$ cat config.mk
export PLATFORM = sky130hd
export DESIGN_NAME = device_key_table_unit_flat
export DESIGN_NICKNAME = d
export VERILOG_FILES = /design/src/design/dkt_pkg.sv /design/src/design/dkt_if.sv /design/src/design/device_key_table_unit.sv /design/src/design/dkt_ram.sv /design/src/flat_wrapper.sv
export SDC_FILE = /design/constraint.sdc
export NUM_CORES = 2
export LEC_CHECK = 0
export BUFFER_PORTS_ARGS = -buffer_cell sky130_fd_sc_hd__buf_2
export CELL_PAD_IN_SITES_DETAIL_PLACEMENT = 0
export CELL_PAD_IN_SITES_GLOBAL_PLACEMENT = 2
export CORE_MARGIN = 3
export CORE_UTILIZATION = 49
export CTS_CLUSTER_DIAMETER = 120
export DETAILED_ROUTE_END_ITERATION = 8
export PLACE_DENSITY_LB_ADDON = 0.1
export SLEW_MARGIN = 20
export SYNTH_ARGS = -nofsm -noshare
export SYNTH_HDL_FRONTEND = slang
export SYNTH_SLANG_ARGS = --single-unit
export TNS_END_PERCENT = 1
$ cat constraint.sdc
create_clock -name clk_i -period 75.8 [get_ports clk_i]
set_input_delay 11.37 -clock clk_i [delete_from_list [all_inputs] [get_ports clk_i]]
set_output_delay 11.37 -clock clk_i [all_outputs]
set_load 0.02 [all_outputs]
$ cat src/design/dkt_pkg.sv
`timescale 1ns / 1ps

package dkt_pkg;

  localparam int unsigned FUNC_W   = 3;
  localparam int unsigned KEY_W    = 64;
  localparam int unsigned SADDR_W  = 8;
  localparam int unsigned SKEY_W   = 64;
  localparam int unsigned NONCE_W  = 16;
  localparam int unsigned SLOT_W   = 4;
  localparam int unsigned TIME_W   = 32;
  localparam int unsigned STATUS_W = 2;
  localparam int unsigned INDEX_W  = 4;
  localparam int unsigned COUNT_W  = 5;

  typedef enum logic [FUNC_W-1:0] {
    FN_ADD       = 3'd0,
    FN_REMOVE    = 3'd1,
    FN_FIND_KEY  = 3'd2,
    FN_FIND_ADDR = 3'd3,
    FN_READ_SLOT = 3'd4
  } func_e;

  typedef enum logic [STATUS_W-1:0] {
    ST_OK      = 2'd0,
    ST_MISSING = 2'd1,
    ST_FULL    = 2'd2,
    ST_RANGE   = 2'd3
  } status_e;

  typedef enum logic [2:0] {
    S_IDLE,
    S_SCAN,
    S_SLOT_DATA,
    S_MOVE_RD,
    S_MOVE_WR,
    S_DONE
  } state_e;

  // one table record as held in the record memory
  typedef struct packed {
    logic [KEY_W-1:0]   key;
    logic [SADDR_W-1:0] addr;
    logic [SKEY_W-1:0]  skey_high;
    logic [SKEY_W-1:0]  skey_low;
    logic [NONCE_W-1:0] nonce;
    logic [TIME_W-1:0]  seen;
  } rec_t;

  typedef struct packed {
    status_e             status;
    logic [INDEX_W-1:0]  entry_index;
    logic [COUNT_W-1:0]  entry_count;
    rec_t                rec;
  } res_t;

endpackage

$ cat src/design/dkt_if.sv
`timescale 1ns / 1ps

interface dkt_in_if;
  import dkt_pkg::*;

  logic               valid;
  logic               ready;
  logic [FUNC_W-1:0]  func;
  logic [KEY_W-1:0]   device_key;
  logic [SADDR_W-1:0] short_address;
  logic [SKEY_W-1:0]  session_key_high;
  logic [SKEY_W-1:0]  session_key_low;
  logic [NONCE_W-1:0] join_nonce;
  logic [SLOT_W-1:0]  slot_index;
  logic [TIME_W-1:0]  time_now_ms;

  modport source (
    output valid, func, device_key, short_address, session_key_high,
           session_key_low, join_nonce, slot_index, time_now_ms,
    input  ready
  );

  modport sink (
    input  valid, func, device_key, short_address, session_key_high,
           session_key_low, join_nonce, slot_index, time_now_ms,
    output ready
  );
endinterface

interface dkt_out_if;
  import dkt_pkg::*;

  logic                valid;
  logic                ready;
  logic [STATUS_W-1:0] status;
  logic [INDEX_W-1:0]  entry_index;
  logic [COUNT_W-1:0]  entry_count;
  logic [KEY_W-1:0]    found_key;
  logic [SADDR_W-1:0]  found_address;
  logic [SKEY_W-1:0]   found_key_high;
  logic [SKEY_W-1:0]   found_key_low;
  logic [NONCE_W-1:0]  found_nonce;
  logic [TIME_W-1:0]   found_last_seen;

  modport source (
    output valid, status, entry_index, entry_count, found_key, found_address,
           found_key_high, found_key_low, found_nonce, found_last_seen,
    input  ready
  );

  modport sink (
    input  valid, status, entry_index, entry_count, found_key, found_address,
           found_key_high, found_key_low, found_nonce, found_last_seen,
    output ready
  );
endinterface

$ cat src/design/device_key_table_unit.sv
`timescale 1ns / 1ps

// Device key table: up to TABLE_DEPTH records keyed by a 64-bit device id, held in a
// single-port-write, single-port-read record memory with registered read. Add, remove,
// find by key and find by address walk the valid records through the one read port,
// one record per cycle, with a single shared comparator checking the previous read, until
// a match or the last record; a remove that has to move the last record into the hole
// adds a read and a write of that record. Read at index reads the slot and then loads
// its result, and a rejected index or unused function code goes straight to the result.
// The input is not ready while an operation is in flight and opens again in the cycle
// after the result is loaded;
// the finished result sits in an output register, so the next transaction can be
// accepted while the previous result waits to be taken.
module device_key_table_unit #(
  parameter int unsigned TABLE_DEPTH = 16
) (
  input  logic       clk_i,
  input  logic       rst_ni,
  dkt_in_if.sink     req_i,
  dkt_out_if.source  rsp_o
);
  import dkt_pkg::*;

  localparam int unsigned IDX_W = (TABLE_DEPTH > 1) ? $clog2(TABLE_DEPTH) : 1;
  localparam int unsigned CNT_W = $clog2(TABLE_DEPTH + 1);
  localparam logic [CNT_W-1:0] DEPTH_C = CNT_W'(TABLE_DEPTH);

  state_e            state_q, state_d;
  logic [CNT_W-1:0]  count_q, count_d;
  logic [CNT_W-1:0]  idx_q, idx_d;
  logic [CNT_W-1:0]  cmp_idx_q, cmp_idx_d;
  logic              cmp_vld_q, cmp_vld_d;
  logic [CNT_W-1:0]  hit_q, hit_d;
  logic [FUNC_W-1:0] func_q, func_d;
  rec_t              op_rec_q, op_rec_d;
  res_t              res_q, res_d;
  res_t              out_q;
  logic              out_vld_q;
  logic              out_load;

  logic              rd_en;
  logic [IDX_W-1:0]  rd_addr;
  rec_t              rd_data;
  logic              wr_en;
  logic [IDX_W-1:0]  wr_addr;
  rec_t              wr_data;

  logic                    accept;
  rec_t                    in_rec;
  logic [CNT_W+SLOT_W-1:0] slot_ext;
  logic [CNT_W+SLOT_W-1:0] cnt_ext;
  logic                    slot_ok;
  logic [CNT_W-1:0]        last_idx;
  logic                    issue;
  logic                    match;
  logic                    scan_miss;

  function automatic logic [INDEX_W-1:0] to_index(input logic [CNT_W-1:0] v);
    logic [CNT_W+INDEX_W-1:0] w;
    w = {{INDEX_W{1'b0}}, v};
    return w[INDEX_W-1:0];
  endfunction

  function automatic logic [COUNT_W-1:0] to_count(input logic [CNT_W-1:0] v);
    logic [CNT_W+COUNT_W-1:0] w;
    w = {{COUNT_W{1'b0}}, v};
    return w[COUNT_W-1:0];
  endfunction

  function automatic res_t empty_res(input status_e st, input logic [CNT_W-1:0] cnt);
    res_t r;
    r             = '0;
    r.status      = st;
    r.entry_count = to_count(cnt);
    return r;
  endfunction

  function automatic res_t entry_res(input rec_t rec, input logic [CNT_W-1:0] pos,
                                     input logic [CNT_W-1:0] cnt);
    res_t r;
    r.status      = ST_OK;
    r.entry_index = to_index(pos);
    r.entry_count = to_count(cnt);
    r.rec         = rec;
    return r;
  endfunction

  dkt_ram #(
    .WIDTH ($bits(rec_t)),
    .DEPTH (TABLE_DEPTH)
  ) u_rec_ram (
    .clk_i     (clk_i),
    .wr_en_i   (wr_en),
    .wr_addr_i (wr_addr),
    .wr_data_i (wr_data),
    .rd_en_i   (rd_en),
    .rd_addr_i (rd_addr),
    .rd_data_o (rd_data)
  );

  assign req_i.ready = (state_q == S_IDLE);
  assign accept      = req_i.valid && req_i.ready;

  always_comb begin
    in_rec.key       = req_i.device_key;
    in_rec.addr      = req_i.short_address;
    in_rec.skey_high = req_i.session_key_high;
    in_rec.skey_low  = req_i.session_key_low;
    in_rec.nonce     = req_i.join_nonce;
    in_rec.seen      = req_i.time_now_ms;
  end

  assign slot_ext = {{CNT_W{1'b0}}, req_i.slot_index};
  assign cnt_ext  = {{SLOT_W{1'b0}}, count_q};
  assign slot_ok  = slot_ext < cnt_ext;
  assign last_idx = count_q - CNT_W'(1);

  // shared comparator: the record read last cycle against the searched key or address
  assign match = cmp_vld_q &&
                 ((func_q == FN_FIND_ADDR) ? (rd_data.addr == op_rec_q.addr)
                                           : (rd_data.key == op_rec_q.key));
  assign scan_miss = (count_q == '0) ||
                     (cmp_vld_q && !match && (cmp_idx_q == last_idx));
  assign issue = (idx_q < count_q);

  always_comb begin
    state_d   = state_q;
    count_d   = count_q;
    idx_d     = idx_q;
    cmp_idx_d = cmp_idx_q;
    cmp_vld_d = cmp_vld_q;
    hit_d     = hit_q;
    func_d    = func_q;
    op_rec_d  = op_rec_q;
    res_d     = res_q;
    out_load  = 1'b0;
    rd_en     = 1'b0;
    rd_addr   = idx_q[IDX_W-1:0];
    wr_en     = 1'b0;
    wr_addr   = cmp_idx_q[IDX_W-1:0];
    wr_data   = op_rec_q;

    case (state_q)
      S_IDLE: begin
        if (accept) begin
          func_d   = req_i.func;
          op_rec_d = in_rec;
          case (req_i.func)
            FN_ADD, FN_REMOVE, FN_FIND_KEY, FN_FIND_ADDR: begin
              idx_d     = '0;
              cmp_vld_d = 1'b0;
              state_d   = S_SCAN;
            end
            FN_READ_SLOT: begin
              if (slot_ok) begin
                rd_en   = 1'b1;
                rd_addr = slot_ext[IDX_W-1:0];
                hit_d   = slot_ext[CNT_W-1:0];
                state_d = S_SLOT_DATA;
              end else begin
                res_d   = empty_res(ST_RANGE, count_q);
                state_d = S_DONE;
              end
            end
            default: begin
              res_d   = empty_res(ST_MISSING, count_q);
              state_d = S_DONE;
            end
          endcase
        end
      end

      S_SCAN: begin
        // read one record ahead while the previous one is compared
        rd_en     = issue;
        cmp_vld_d = issue;
        cmp_idx_d = idx_q;
        if (issue) begin
          idx_d = idx_q + CNT_W'(1);
        end
        if (match) begin
          state_d = S_DONE;
          case (func_q)
            FN_ADD: begin
              wr_en   = 1'b1;
              wr_addr = cmp_idx_q[IDX_W-1:0];
              wr_data = op_rec_q;
              res_d   = entry_res(op_rec_q, cmp_idx_q, count_q);
            end
            FN_REMOVE: begin
              res_d   = entry_res(rd_data, cmp_idx_q, last_idx);
              count_d = last_idx;
              hit_d   = cmp_idx_q;
              if (cmp_idx_q != last_idx) begin
                state_d = S_MOVE_RD;
              end
            end
            default: begin
              res_d = entry_res(rd_data, cmp_idx_q, count_q);
            end
          endcase
        end else if (scan_miss) begin
          state_d = S_DONE;
          if (func_q == FN_ADD) begin
            if (count_q == DEPTH_C) begin
              res_d = empty_res(ST_FULL, count_q);
            end else begin
              wr_en   = 1'b1;
              wr_addr = count_q[IDX_W-1:0];
              wr_data = op_rec_q;
              count_d = count_q + CNT_W'(1);
              res_d   = entry_res(op_rec_q, count_q, count_q + CNT_W'(1));
            end
          end else begin
            res_d = empty_res(ST_MISSING, count_q);
          end
        end
      end

      S_SLOT_DATA: begin
        res_d   = entry_res(rd_data, hit_q, count_q);
        state_d = S_DONE;
      end

      // count already dropped, so it now points at the last record
      S_MOVE_RD: begin
        rd_en   = 1'b1;
        rd_addr = count_q[IDX_W-1:0];
        state_d = S_MOVE_WR;
      end

      S_MOVE_WR: begin
        wr_en   = 1'b1;
        wr_addr = hit_q[IDX_W-1:0];
        wr_data = rd_data;
        state_d = S_DONE;
      end

      S_DONE: begin
        if (!out_vld_q || rsp_o.ready) begin
          out_load = 1'b1;
          state_d  = S_IDLE;
        end
      end

      default: begin
        state_d = S_IDLE;
      end
    endcase
  end

  always_ff @(posedge clk_i or negedge rst_ni) begin
    if (!rst_ni) begin
      state_q   <= S_IDLE;
      count_q   <= '0;
      idx_q     <= '0;
      cmp_vld_q <= 1'b0;
      out_vld_q <= 1'b0;
    end else begin
      state_q   <= state_d;
      count_q   <= count_d;
      idx_q     <= idx_d;
      cmp_vld_q <= cmp_vld_d;
      if (out_load) begin
        out_vld_q <= 1'b1;
      end else if (rsp_o.ready) begin
        out_vld_q <= 1'b0;
      end
    end
  end

  always_ff @(posedge clk_i) begin
    cmp_idx_q <= cmp_idx_d;
    hit_q     <= hit_d;
    func_q    <= func_d;
    op_rec_q  <= op_rec_d;
    res_q     <= res_d;
    if (out_load) begin
      out_q <= res_q;
    end
  end

  assign rsp_o.valid           = out_vld_q;
  assign rsp_o.status          = out_q.status;
  assign rsp_o.entry_index     = out_q.entry_index;
  assign rsp_o.entry_count     = out_q.entry_count;
  assign rsp_o.found_key       = out_q.rec.key;
  assign rsp_o.found_address   = out_q.rec.addr;
  assign rsp_o.found_key_high  = out_q.rec.skey_high;
  assign rsp_o.found_key_low   = out_q.rec.skey_low;
  assign rsp_o.found_nonce     = out_q.rec.nonce;
  assign rsp_o.found_last_seen = out_q.rec.seen;

  a_count_bound: assert property (@(posedge clk_i) disable iff (!rst_ni)
    count_q <= DEPTH_C)
    else $error("record count above table depth");

  a_write_state: assert property (@(posedge clk_i) disable iff (!rst_ni)
    wr_en |-> (state_q == S_SCAN || state_q == S_MOVE_WR))
    else $error("record memory written outside scan or move");

  a_count_step: assert property (@(posedge clk_i) disable iff (!rst_ni)
    (count_q != $past(count_q)) |->
      ($past(state_q) == S_SCAN &&
       (count_q == $past(count_q) + CNT_W'(1) || count_q == $past(count_q) - CNT_W'(1))))
    else $error("record count changed by more than one or outside scan");

endmodule

$ cat src/design/dkt_ram.sv
`timescale 1ns / 1ps

module dkt_ram #(
  parameter int unsigned WIDTH  = 8,
  parameter int unsigned DEPTH  = 16,
  parameter int unsigned ADDR_W = (DEPTH > 1) ? $clog2(DEPTH) : 1
) (
  input  logic              clk_i,
  input  logic              wr_en_i,
  input  logic [ADDR_W-1:0] wr_addr_i,
  input  logic [WIDTH-1:0]  wr_data_i,
  input  logic              rd_en_i,
  input  logic [ADDR_W-1:0] rd_addr_i,
  output logic [WIDTH-1:0]  rd_data_o
);

  logic [WIDTH-1:0] mem_q [DEPTH];
  logic [WIDTH-1:0] rd_data_q;

  always_ff @(posedge clk_i) begin
    if (wr_en_i) begin
      mem_q[wr_addr_i] <= wr_data_i;
    end
  end

  always_ff @(posedge clk_i) begin
    if (rd_en_i) begin
      rd_data_q <= mem_q[rd_addr_i];
    end
  end

  assign rd_data_o = rd_data_q;

endmodule

$ cat src/flat_wrapper.sv
// flat-port wrapper written by rule: the top's interface ports become plain ports
module device_key_table_unit_flat import dkt_pkg::*;
#(
  parameter int unsigned TABLE_DEPTH = 16
)
  (clk_i, rst_ni, req_i_valid, req_i_func, req_i_device_key, req_i_short_address, req_i_session_key_high, req_i_session_key_low, req_i_join_nonce, req_i_slot_index, req_i_time_now_ms, req_i_ready, rsp_o_valid, rsp_o_status, rsp_o_entry_index, rsp_o_entry_count, rsp_o_found_key, rsp_o_found_address, rsp_o_found_key_high, rsp_o_found_key_low, rsp_o_found_nonce, rsp_o_found_last_seen, rsp_o_ready);
  dkt_in_if req_i_i ();
  dkt_out_if rsp_o_i ();
  input  logic clk_i;
  input  logic rst_ni;
  input wire logic [$bits(req_i_i.valid)-1:0] req_i_valid;
  input wire logic [$bits(req_i_i.func)-1:0] req_i_func;
  input wire logic [$bits(req_i_i.device_key)-1:0] req_i_device_key;
  input wire logic [$bits(req_i_i.short_address)-1:0] req_i_short_address;
  input wire logic [$bits(req_i_i.session_key_high)-1:0] req_i_session_key_high;
  input wire logic [$bits(req_i_i.session_key_low)-1:0] req_i_session_key_low;
  input wire logic [$bits(req_i_i.join_nonce)-1:0] req_i_join_nonce;
  input wire logic [$bits(req_i_i.slot_index)-1:0] req_i_slot_index;
  input wire logic [$bits(req_i_i.time_now_ms)-1:0] req_i_time_now_ms;
  output wire logic [$bits(req_i_i.ready)-1:0] req_i_ready;
  output wire logic [$bits(rsp_o_i.valid)-1:0] rsp_o_valid;
  output wire logic [$bits(rsp_o_i.status)-1:0] rsp_o_status;
  output wire logic [$bits(rsp_o_i.entry_index)-1:0] rsp_o_entry_index;
  output wire logic [$bits(rsp_o_i.entry_count)-1:0] rsp_o_entry_count;
  output wire logic [$bits(rsp_o_i.found_key)-1:0] rsp_o_found_key;
  output wire logic [$bits(rsp_o_i.found_address)-1:0] rsp_o_found_address;
  output wire logic [$bits(rsp_o_i.found_key_high)-1:0] rsp_o_found_key_high;
  output wire logic [$bits(rsp_o_i.found_key_low)-1:0] rsp_o_found_key_low;
  output wire logic [$bits(rsp_o_i.found_nonce)-1:0] rsp_o_found_nonce;
  output wire logic [$bits(rsp_o_i.found_last_seen)-1:0] rsp_o_found_last_seen;
  input wire logic [$bits(rsp_o_i.ready)-1:0] rsp_o_ready;
  assign req_i_i.valid = req_i_valid;
  assign req_i_i.func = req_i_func;
  assign req_i_i.device_key = req_i_device_key;
  assign req_i_i.short_address = req_i_short_address;
  assign req_i_i.session_key_high = req_i_session_key_high;
  assign req_i_i.session_key_low = req_i_session_key_low;
  assign req_i_i.join_nonce = req_i_join_nonce;
  assign req_i_i.slot_index = req_i_slot_index;
  assign req_i_i.time_now_ms = req_i_time_now_ms;
  assign req_i_ready = req_i_i.ready;
  assign rsp_o_valid = rsp_o_i.valid;
  assign rsp_o_status = rsp_o_i.status;
  assign rsp_o_entry_index = rsp_o_i.entry_index;
  assign rsp_o_entry_count = rsp_o_i.entry_count;
  assign rsp_o_found_key = rsp_o_i.found_key;
  assign rsp_o_found_address = rsp_o_i.found_address;
  assign rsp_o_found_key_high = rsp_o_i.found_key_high;
  assign rsp_o_found_key_low = rsp_o_i.found_key_low;
  assign rsp_o_found_nonce = rsp_o_i.found_nonce;
  assign rsp_o_found_last_seen = rsp_o_i.found_last_seen;
  assign rsp_o_i.ready = rsp_o_ready;
  device_key_table_unit #(.TABLE_DEPTH(TABLE_DEPTH)) u_core (.clk_i(clk_i), .rst_ni(rst_ni), .req_i(req_i_i), .rsp_o(rsp_o_i));
endmodule
; ---- Word level (Yosys, flattened, before mapping)
; Memories as Yosys holds them, arrays and structs flattened. A register that Yosys moved wholly into a read port is not among the register bits.
; Index checks and enable logic that the tools add are counted.
[totals]
ram_bits = 3968
inputBits = 259
word_cells = 156
n_memories = 1
register_bits = 793
[op_classes]
n_reduce_logical = 26
addsub = 3
order_cmp = 2
muxes = 63
eq_ne = 29
[memory_table]
columns = memory, words, word_bits, read_ports, rd_ports_with_merged_regs, wr, line
row1 = u_core.u_rec_ram.mem_q, 16, 248, 1, 1, 1, dkt_ram.sv:17  ; logic [WIDTH-1:0] mem_q [DEPTH];
[op_table]
columns = op, count
row1 = 259-bit 2-to-1 mux, 6
row2 = 259-bit case mux with 3 select lines, 1
row3 = 259-bit case mux with 2 select lines, 1
row4 = 253-bit case mux with 2 select lines, 1
row5 = 248-bit 2-to-1 mux, 1
row6 = 64-bit equality test, 1
row7 = 4-bit 2-to-1 mux, 12
row8 = 5-bit 2-to-1 mux, 8
row9 = 4-bit case mux with 2 select lines, 3
row10 = 3-bit 2-to-1 mux, 7
row11 = 1-bit 2-to-1 mux, 17
row12 = "3-bit by 2-bit equality test with 1-bit output, second input constant", 5
row13 = 3-bit case mux with 5 select lines, 1
row14 = "2-bit != test, second input constant", 7
row15 = "5-bit by 1-bit adder with 5-bit output, second input constant", 2
row16 = 5-bit case mux with 2 select lines, 1
row17 = 5-bit AND reduction, 2
row18 = "3-bit by 1-bit equality test with 1-bit output, second input constant", 3
row19 = "3-bit equality test, second input constant", 3
row20 = 3-bit logical NOT, 3
row21 = 8-bit equality test, 1
row22 = "2-bit by 1-bit != test with 1-bit output, second input constant", 4
row23 = 2-bit nonzero test, 4
row24 = 3-bit case mux with 2 select lines, 1
row25 = other kinds (21), 28

; ---- Logic depth before layout (Yosys ltp)
[depth]
depth_word = 12
ltp_mapped = 16

; ---- Hierarchy
; A second synthesis with hierarchy kept.
[unflattened]
cells_unflattened = 8716
hier_area_um2 = 187924.0
[modules_own_cells]
columns = module, cells_per_inst, seq_area_each_um2, area_per_inst_um2, instances
row1 = dkt_ram, 6471, 126601.4, 156387.5, 1
row2 = device_key_table_unit, 2245, 23737.8, 31536.5, 1

; ---- Least setup slack after synthesis
; OpenSTA, ideal clock, no wires.
[synth_timing]
path_type = register -> register
from = register u_core.count_q[0]
to = memory u_core.u_rec_ram.mem_q[7][0] in the netlist's numbering (enable)
slack_ns = 48.282
path_buffers = 1
t_arrival_ns = 26.054
path_stages_with_launch = 10
setup_time_ns = 1.465
cell_sequence = dfrtp_1 > buf_4 > inv_1 > ha_1 > nor3b_2 > xnor3_1 > o41ai_4 > o21ai_0 > o221a_2 > nor4_1
[synth_between]
elab_chain_cells = 9
[synth_lines]
columns = item, line
row1 = from (decl), device_key_table_unit.sv:29  ; logic [CNT_W-1:0] count_q, count_d;
row2 = from (signal assigned), device_key_table_unit.sv:261  ; count_q <= count_d;
row3 = 5-bit by 1-bit subtractor with 5-bit output, device_key_table_unit.sv:116  ; assign last_idx = count_q - CNT_W'(1);
row4 = 5-bit equality test, device_key_table_unit.sv:123  ; (cmp_vld_q && !match && (cmp_idx_q == last_idx));
row5 = 1-bit logical AND, device_key_table_unit.sv:123
row6 = 1-bit logical OR, device_key_table_unit.sv:122  ; assign scan_miss = (count_q == '0) ||
row7 = 1-bit 2-to-1 mux, device_key_table_unit.sv:202  ; end else if (scan_miss) begin
row8 = 1-bit 2-to-1 mux, device_key_table_unit.sv:181  ; if (match) begin
row9 = 1-bit case mux with 2 select lines, device_key_table_unit.sv:143  ; case (state_q)
row10 = 1-bit 2-to-1 mux, dkt_ram.sv:21  ; if (wr_en_i) begin
row11 = 1-bit 2-to-1 mux (implied by the code), dkt_ram.sv:22  ; mem_q[wr_addr_i] <= wr_data_i;
row12 = to (decl), dkt_ram.sv:17
; Parallel ways exist; a longest one is shown, timed or not.

; ---- Worst setup path after layout
[layout_timing]
from = input port req_i_func[1]
to = register u_core.u_rec_ram.rd_data_q[152], in the netlist u_core.u_rec_ram.rd_data_o[152] (read register of u_core.u_rec_ram.mem_q), data pin
[layout_between]
elab_chain_cells = 4
[layout_lines]
columns = item, line
row1 = from (decl), flat_wrapper.sv:12  ; input wire logic [$bits(req_i_i.func)-1:0] req_i_func;
row2 = 3-bit equality test (*), device_key_table_unit.sv:148  ; case (req_i.func)
row3 = 1-bit 2-to-1 mux or 4-bit 2-to-1 mux (tied branches), device_key_table_unit.sv:148
row4 = 1-bit 2-to-1 mux or 4-bit 2-to-1 mux (tied branches), device_key_table_unit.sv:145  ; if (accept) begin
row5 = 1-bit case mux with 3 select lines or 4-bit case mux with 2 select lines (tied branches), device_key_table_unit.sv:143
row6 = to (decl), dkt_ram.sv:18  ; logic [WIDTH-1:0] rd_data_q;
; Every way passes the cells marked *; elsewhere a longest branch is shown, timed or not.
; A chain may end at the register's enable or synchronous reset.

==> impl_metrics.prom <==
# TYPE chip_impl_metric gauge
chip_impl_metric{name="setup.reg_to_reg.worst_slack",unit="ns"} 68.14
chip_impl_metric{name="core-area",unit="mm2"} 0.389
chip_impl_metric{name="clk_latency",unit="ns"} 1.04
chip_impl_info{name="timing.hold.worst.start",value="u_core.res_q[168]"} 1
chip_impl_metric{name="critical_path.max_fanout",unit=""} 209
chip_impl_metric{name="flow.area_growth_from_synthesis",unit="%"} 12.9
chip_impl_metric{name="cp_data_required_time",unit="ns"} 76.65
chip_impl_metric{name="met3RoutedLength",unit="mm"} 41.8
chip_impl_metric{name="die_area",unit="mm2"} 0.399
chip_impl_metric{name="power.ir.vdd_worst",unit="mV"} 0.0465
chip_impl_info{name="timing.critical_path.max_delay_family",value="buffers and inverters"} 1
chip_impl_metric{name="worstPathArrival",unit="ns"} 17.86
chip_impl_metric{name="clk_transition_reported_paths",unit="ns"} 0.06
chip_impl_metric{name="tightest_slew",unit="ns"} 1.20
chip_impl_metric{name="synth_warn",unit=""} 0
chip_impl_metric{name="timing.clock.skew",unit="ns"} 0.0419
chip_impl_metric{name="period_minus_slack",unit="ns"} 17.00
chip_impl_metric{name="synth.net_count",unit=""} 13737
chip_impl_metric{name="finalWeightedCongestion",unit=""} 0.817
chip_impl_metric{name="power.density",unit="mW/mm2"} 42.8
chip_impl_metric{name="synth.top_cell.area_share",unit="%"} 78.2
chip_impl_metric{name="cts_max_path_buffers",unit=""} 4
chip_impl_metric{name="report.final.hold_viol_count",unit=""} 0
chip_impl_metric{name="seq_area_frac_synth",unit="%"} 78.4
chip_impl_info{name="ctsRootBufferMaster",value="sky130_fd_sc_hd__clkbuf_16"} 1
chip_impl_metric{name="synth_enable_flop_cells",unit=""} 4994
chip_impl_metric{name="synth.avg_cell_area",unit="um2"} 14.2
chip_impl_metric{name="worst-path-stages",unit=""} 15
chip_impl_metric{name="via_count_of_the_routed_design",unit=""} 118142
chip_impl_metric{name="r2r.worst_path.cells",unit=""} 13
chip_impl_metric{name="cts_post_setup_buffers_inserted",unit=""} 0
chip_impl_metric{name="starting_density_of_the_core",unit="%"} 49.3
chip_impl_metric{name="final_layout_size_suffix_gt1_share",unit="%"} 11.0
chip_impl_metric{name="avgRoutedWirePerCell",unit="um"} 30.1
chip_impl_info{name="critical_path.endpoint_type",value="register"} 1
chip_impl_metric{name="cts_inserted_buffers",unit=""} 541
chip_impl_metric{name="via_per_inst",unit=""} 6.04
chip_impl_metric{name="floorplan.rows",unit=""} 229
chip_impl_metric{name="max-slew-margin-rel",unit="%"} 20.2
chip_impl_metric{name="place_hpwl",unit="mm"} 302
chip_impl_metric{name="grt_start_max_net_pins",unit=""} 210
chip_impl_metric{name="final-setup-viol-count",unit=""} 0
chip_impl_metric{name="die_span_in_y",unit="um"} 632
chip_impl_metric{name="port_buffers",unit=""} 519
chip_impl_metric{name="final_cells",unit=""} 19573
chip_impl_info{name="path_class",value="in -> reg"} 1
chip_impl_metric{name="max_cap_violations",unit=""} 0
chip_impl_metric{name="setup_slack",unit="ns"} 58.80
chip_impl_metric{name="wirelength",unit="mm"} 588
chip_impl_info{name="whs_endpoint",value="u_core.rsp_o.found_key_high[56]"} 1
chip_impl_metric{name="pre_cts_slack",unit="ns"} 57.94
chip_impl_metric{name="hold_path_depth",unit=""} 0
chip_impl_metric{name="placed_cells",unit=""} 18601
chip_impl_metric{name="fin_worst_hold_slack",unit="ns"} 0.406
chip_impl_metric{name="wl_met2",unit="mm"} 282
chip_impl_metric{name="chipWidth",unit="um"} 632
chip_impl_metric{name="nNetsFinal",unit=""} 14221
chip_impl_metric{name="first_global_vias",unit=""} 115340
chip_impl_info{name="timing.rr.end",value="u_core.u_rec_ram.mem_q[6][152]"} 1
chip_impl_metric{name="fmaxAchievable",unit="MHz"} 58.8
chip_impl_metric{name="power.static_leakage",unit="nW"} 74.4
chip_impl_metric{name="post_dp_cell_area",unit="mm2"} 0.200
chip_impl_metric{name="worst_path_largest_cell_delay",unit="ns"} 0.84
chip_impl_metric{name="globalRoute.totalOverflow",unit=""} 0
chip_impl_metric{name="synth_area",unit="mm2"} 0.192
chip_impl_metric{name="cts_resized",unit=""} 0
chip_impl_metric{name="total_power",unit="mW"} 9.26
chip_impl_info{name="ys_top_cells_by_area",value="sky130_fd_sc_hd__edfxtp_1 78%, sky130_fd_sc_hd__nand2_1 7.9%, sky130_fd_sc_hd__nand3_1 2.5%"} 1
chip_impl_metric{name="number_of_antenna_violations_at_the_first_check_in_global_routing",unit=""} 12
chip_impl_metric{name="dr_drc_count",unit=""} 0
chip_impl_metric{name="grt_first_pass_wirelength",unit="mm"} 836
chip_impl_metric{name="fin_crit_sh",unit="%"} 22.4
chip_impl_metric{name="cts_htree_levels",unit=""} 6
chip_impl_metric{name="postLayoutCoreUtil",unit="%"} 55.6
chip_impl_info{name="critical_path.cell_chain",value="buf_2 -> nor3b_1 -> nand2_1 -> a211oi_4 -> o211ai_1 -> nand3_4 -> buf_4 -> buf_4 -> buf_12 -> buf_4 -> buf_12 -> a21oi_1 -> a22oi_1 -> nand2_1 -> nand3_1"} 1
chip_impl_info{name="outcome",value="finished, final reports clean"} 1
chip_impl_info{name="crit_path_top_delay_cell",value="sky130_fd_sc_hd__buf_4"} 1
chip_impl_metric{name="drt-met1-wl",unit="mm"} 244
chip_impl_metric{name="detailedRoute.firstIterationViolations",unit=""} 14003
chip_impl_info{name="rsz0062_at_grt",value="false"} 1
chip_impl_metric{name="fraction_of_registers_with_async_set_reset",unit="%"} 0.299
chip_impl_metric{name="groute.usage.overall",unit="%"} 28.8
chip_impl_metric{name="synth_cell_type_count",unit=""} 77
chip_impl_info{name="start_kind",value="input port"} 1
chip_impl_metric{name="clock_sinks",unit=""} 5009
chip_impl_metric{name="synthCells",unit=""} 13466
chip_impl_metric{name="report.final.slew_viol_count",unit=""} 0
chip_impl_metric{name="final_total_negative_setup_slack",unit="ns"} 0
chip_impl_info{name="topRoutingLayerUsed",value="met5"} 1
chip_impl_metric{name="firstDrtPassIters",unit=""} 6
chip_impl_info{name="type_of_the_worst_min_delay_path",value="reg -> reg"} 1
chip_impl_metric{name="synth_seq_cells",unit=""} 5009
chip_impl_metric{name="io_pins",unit=""} 520
chip_impl_info{name="tritoncts_clock_tree",value="yes"} 1
chip_impl_metric{name="postLayoutCellArea",unit="mm2"} 0.217
chip_impl_info{name="origin_of_the_critical_flop_to_flop_path",value="u_core.op_rec_q[195]"} 1
chip_impl_info{name="leading_register_cell_type_out_of_synthesis",value="sky130_fd_sc_hd__edfxtp_1"} 1
chip_impl_metric{name="holdBufCountCts",unit=""} 0
chip_impl_metric{name="antenna_violating_nets_post_route",unit=""} 0
chip_impl_info{name="critical_path.most_common_cell",value="sky130_fd_sc_hd__buf_4"} 1
chip_impl_metric{name="number_of_buffers_and_inverters_on_the_critical_path",unit=""} 6
chip_impl_info{name="yosys.area.top_type",value="sky130_fd_sc_hd__edfxtp_1"} 1
-- area by class of cell --
class	count	area [um2]
Fill cell	31211	173000
Sequential cell	5009	150000
Multi-Input combinational cell	7607	37900
Clock buffer	698	14600
Tap cell	5197	6500
Timing Repair Buffer	776	4950
Clock inverter	264	2210
Inverter	15	56.3
Antenna cell	7	17.5
-- registers in the layout, indices dropped and copies added, names as in the netlist, 5 cells and up --
signal and flops:
u_core.rsp_o.found_key_high 64, u_core.u_rec_ram.mem_q 3968, u_core.rsp_o.entry_count 5, u_core.res_q 259, u_core.count_q 5, u_core.rsp_o.found_address 8
u_core.u_rec_ram.rd_data_o 248, u_core.cmp_idx_q 5, u_core.rsp_o.found_key 64, u_core.op_rec_q 248, u_core.rsp_o.found_nonce 16, u_core.rsp_o.found_key_low 64
u_core.idx_q 5, u_core.rsp_o.found_last_seen 32
-- per-layer routing --
| metal | GRT usage, % | vias to the layer above |
|---|---|---|
| li1 | - | 51093 |
| met1 | 40.5 | 60992 |
| met2 | 47.0 | 5168 |
| met3 | 3.40 | 885 |
| met4 | 9.77 | 4 |
| met5 | 0 | - |
-- worst max path at each step --
stage	from	end
after floorplan	u_core.count_q[0]	u_core.u_rec_ram.mem_q[7][0]
after global placement	req_i_func[1]	u_core.u_rec_ram.rd_data_o[155]
after detailed placement	req_i_func[1]	u_core.u_rec_ram.rd_data_o[165]
after CTS	req_i_func[1]	u_core.u_rec_ram.rd_data_o[152]
after global routing	req_i_func[1]	u_core.u_rec_ram.rd_data_o[141]
final	req_i_func[1]	u_core.u_rec_ram.rd_data_o[152]
-- report_power, final --
group	switching, mW	leakage [nW]	internal, mW
registers	0.209	45.7	3.83
logic	2.07	20.5	0.634
clock network	1.06	8.18	1.46
total	3.34	74.4	5.92
-- synthesized netlist by cell type, types with 12 or more instances --
cell,n
sky130_fd_sc_hd__buf_4,32
sky130_fd_sc_hd__a22o_1,263
sky130_fd_sc_hd__buf_1,40
sky130_fd_sc_hd__clkbuf_1,293
sky130_fd_sc_hd__nand2_1,4024
sky130_fd_sc_hd__a221o_1,45
sky130_fd_sc_hd__xnor2_1,13
sky130_fd_sc_hd__a31oi_1,206
sky130_fd_sc_hd__xor2_1,73
sky130_fd_sc_hd__edfxtp_1,4994
sky130_fd_sc_hd__nor3_2,21
sky130_fd_sc_hd__dfrtp_1,15
sky130_fd_sc_hd__a32o_1,15
sky130_fd_sc_hd__mux2i_1,108
sky130_fd_sc_hd__inv_1,14
sky130_fd_sc_hd__a32oi_1,16
sky130_fd_sc_hd__nand4_1,240
sky130_fd_sc_hd__a221oi_1,30
sky130_fd_sc_hd__and3_1,19
sky130_fd_sc_hd__nor4_1,31
sky130_fd_sc_hd__o21ai_0,31
sky130_fd_sc_hd__ha_1,12
sky130_fd_sc_hd__a21oi_1,871
sky130_fd_sc_hd__buf_2,459
sky130_fd_sc_hd__a22oi_1,408
sky130_fd_sc_hd__nand3_1,946
sky130_fd_sc_hd__nor2_1,66
sky130_fd_sc_hd__nor3_1,54
-- placed cells by master (no fill, tap or decap), drive strengths merged, types with 6 or more instances in the layout --
cell	instances
mux2i	108
a32oi	16
nand2b	10
inv	45
ha	12
clkbuf	698
bufinv	31
and2	6
nor2	72
a21o	9
xnor2	13
dfrtp	15
nor4	32
o21ai	31
xor2	73
a22o	263
clkinv	193
a32o	15
diode	7
a22oi	408
clkinvlp	10
nand4	240
a221o	45
a31oi	206
nand3	946
a21oi	873
o211ai	11
nor2b	10
edfxtp	4994
buf	776
a221oi	30
and3	19
nor3	76
nand2	4024
-- worst register-to-register path, stage by stage (launching register included) --
cell and delay, ns:
sky130_fd_sc_hd__edfxtp_1 0.51, sky130_fd_sc_hd__xor2_1 0.32, sky130_fd_sc_hd__nor4_1 0.35, sky130_fd_sc_hd__nand4_1 0.45
sky130_fd_sc_hd__nor3_1 0.60, sky130_fd_sc_hd__a21oi_1 0.27, sky130_fd_sc_hd__o211a_1 0.23, sky130_fd_sc_hd__o211ai_1 0.42
sky130_fd_sc_hd__nand2b_1 0.32, sky130_fd_sc_hd__nor2b_4 0.87, sky130_fd_sc_hd__buf_4 0.55, sky130_fd_sc_hd__buf_4 0.63
sky130_fd_sc_hd__buf_4 0.75, sky130_fd_sc_hd__buf_4 0.88
-- kinds of logic after synthesis --
kind of cell | synth area share [%]
AO/OA/AOI/OAI | 6.60
XOR/XNOR | 0.416
buffers and inverters | 2.06
adder cells (fa/ha/maj) | 0.0783
multiplexers | 0.605
flip-flops | 78.4
AND/OR/NAND/NOR | 11.9
Note: power is estimated with default switching activity, not from simulation.
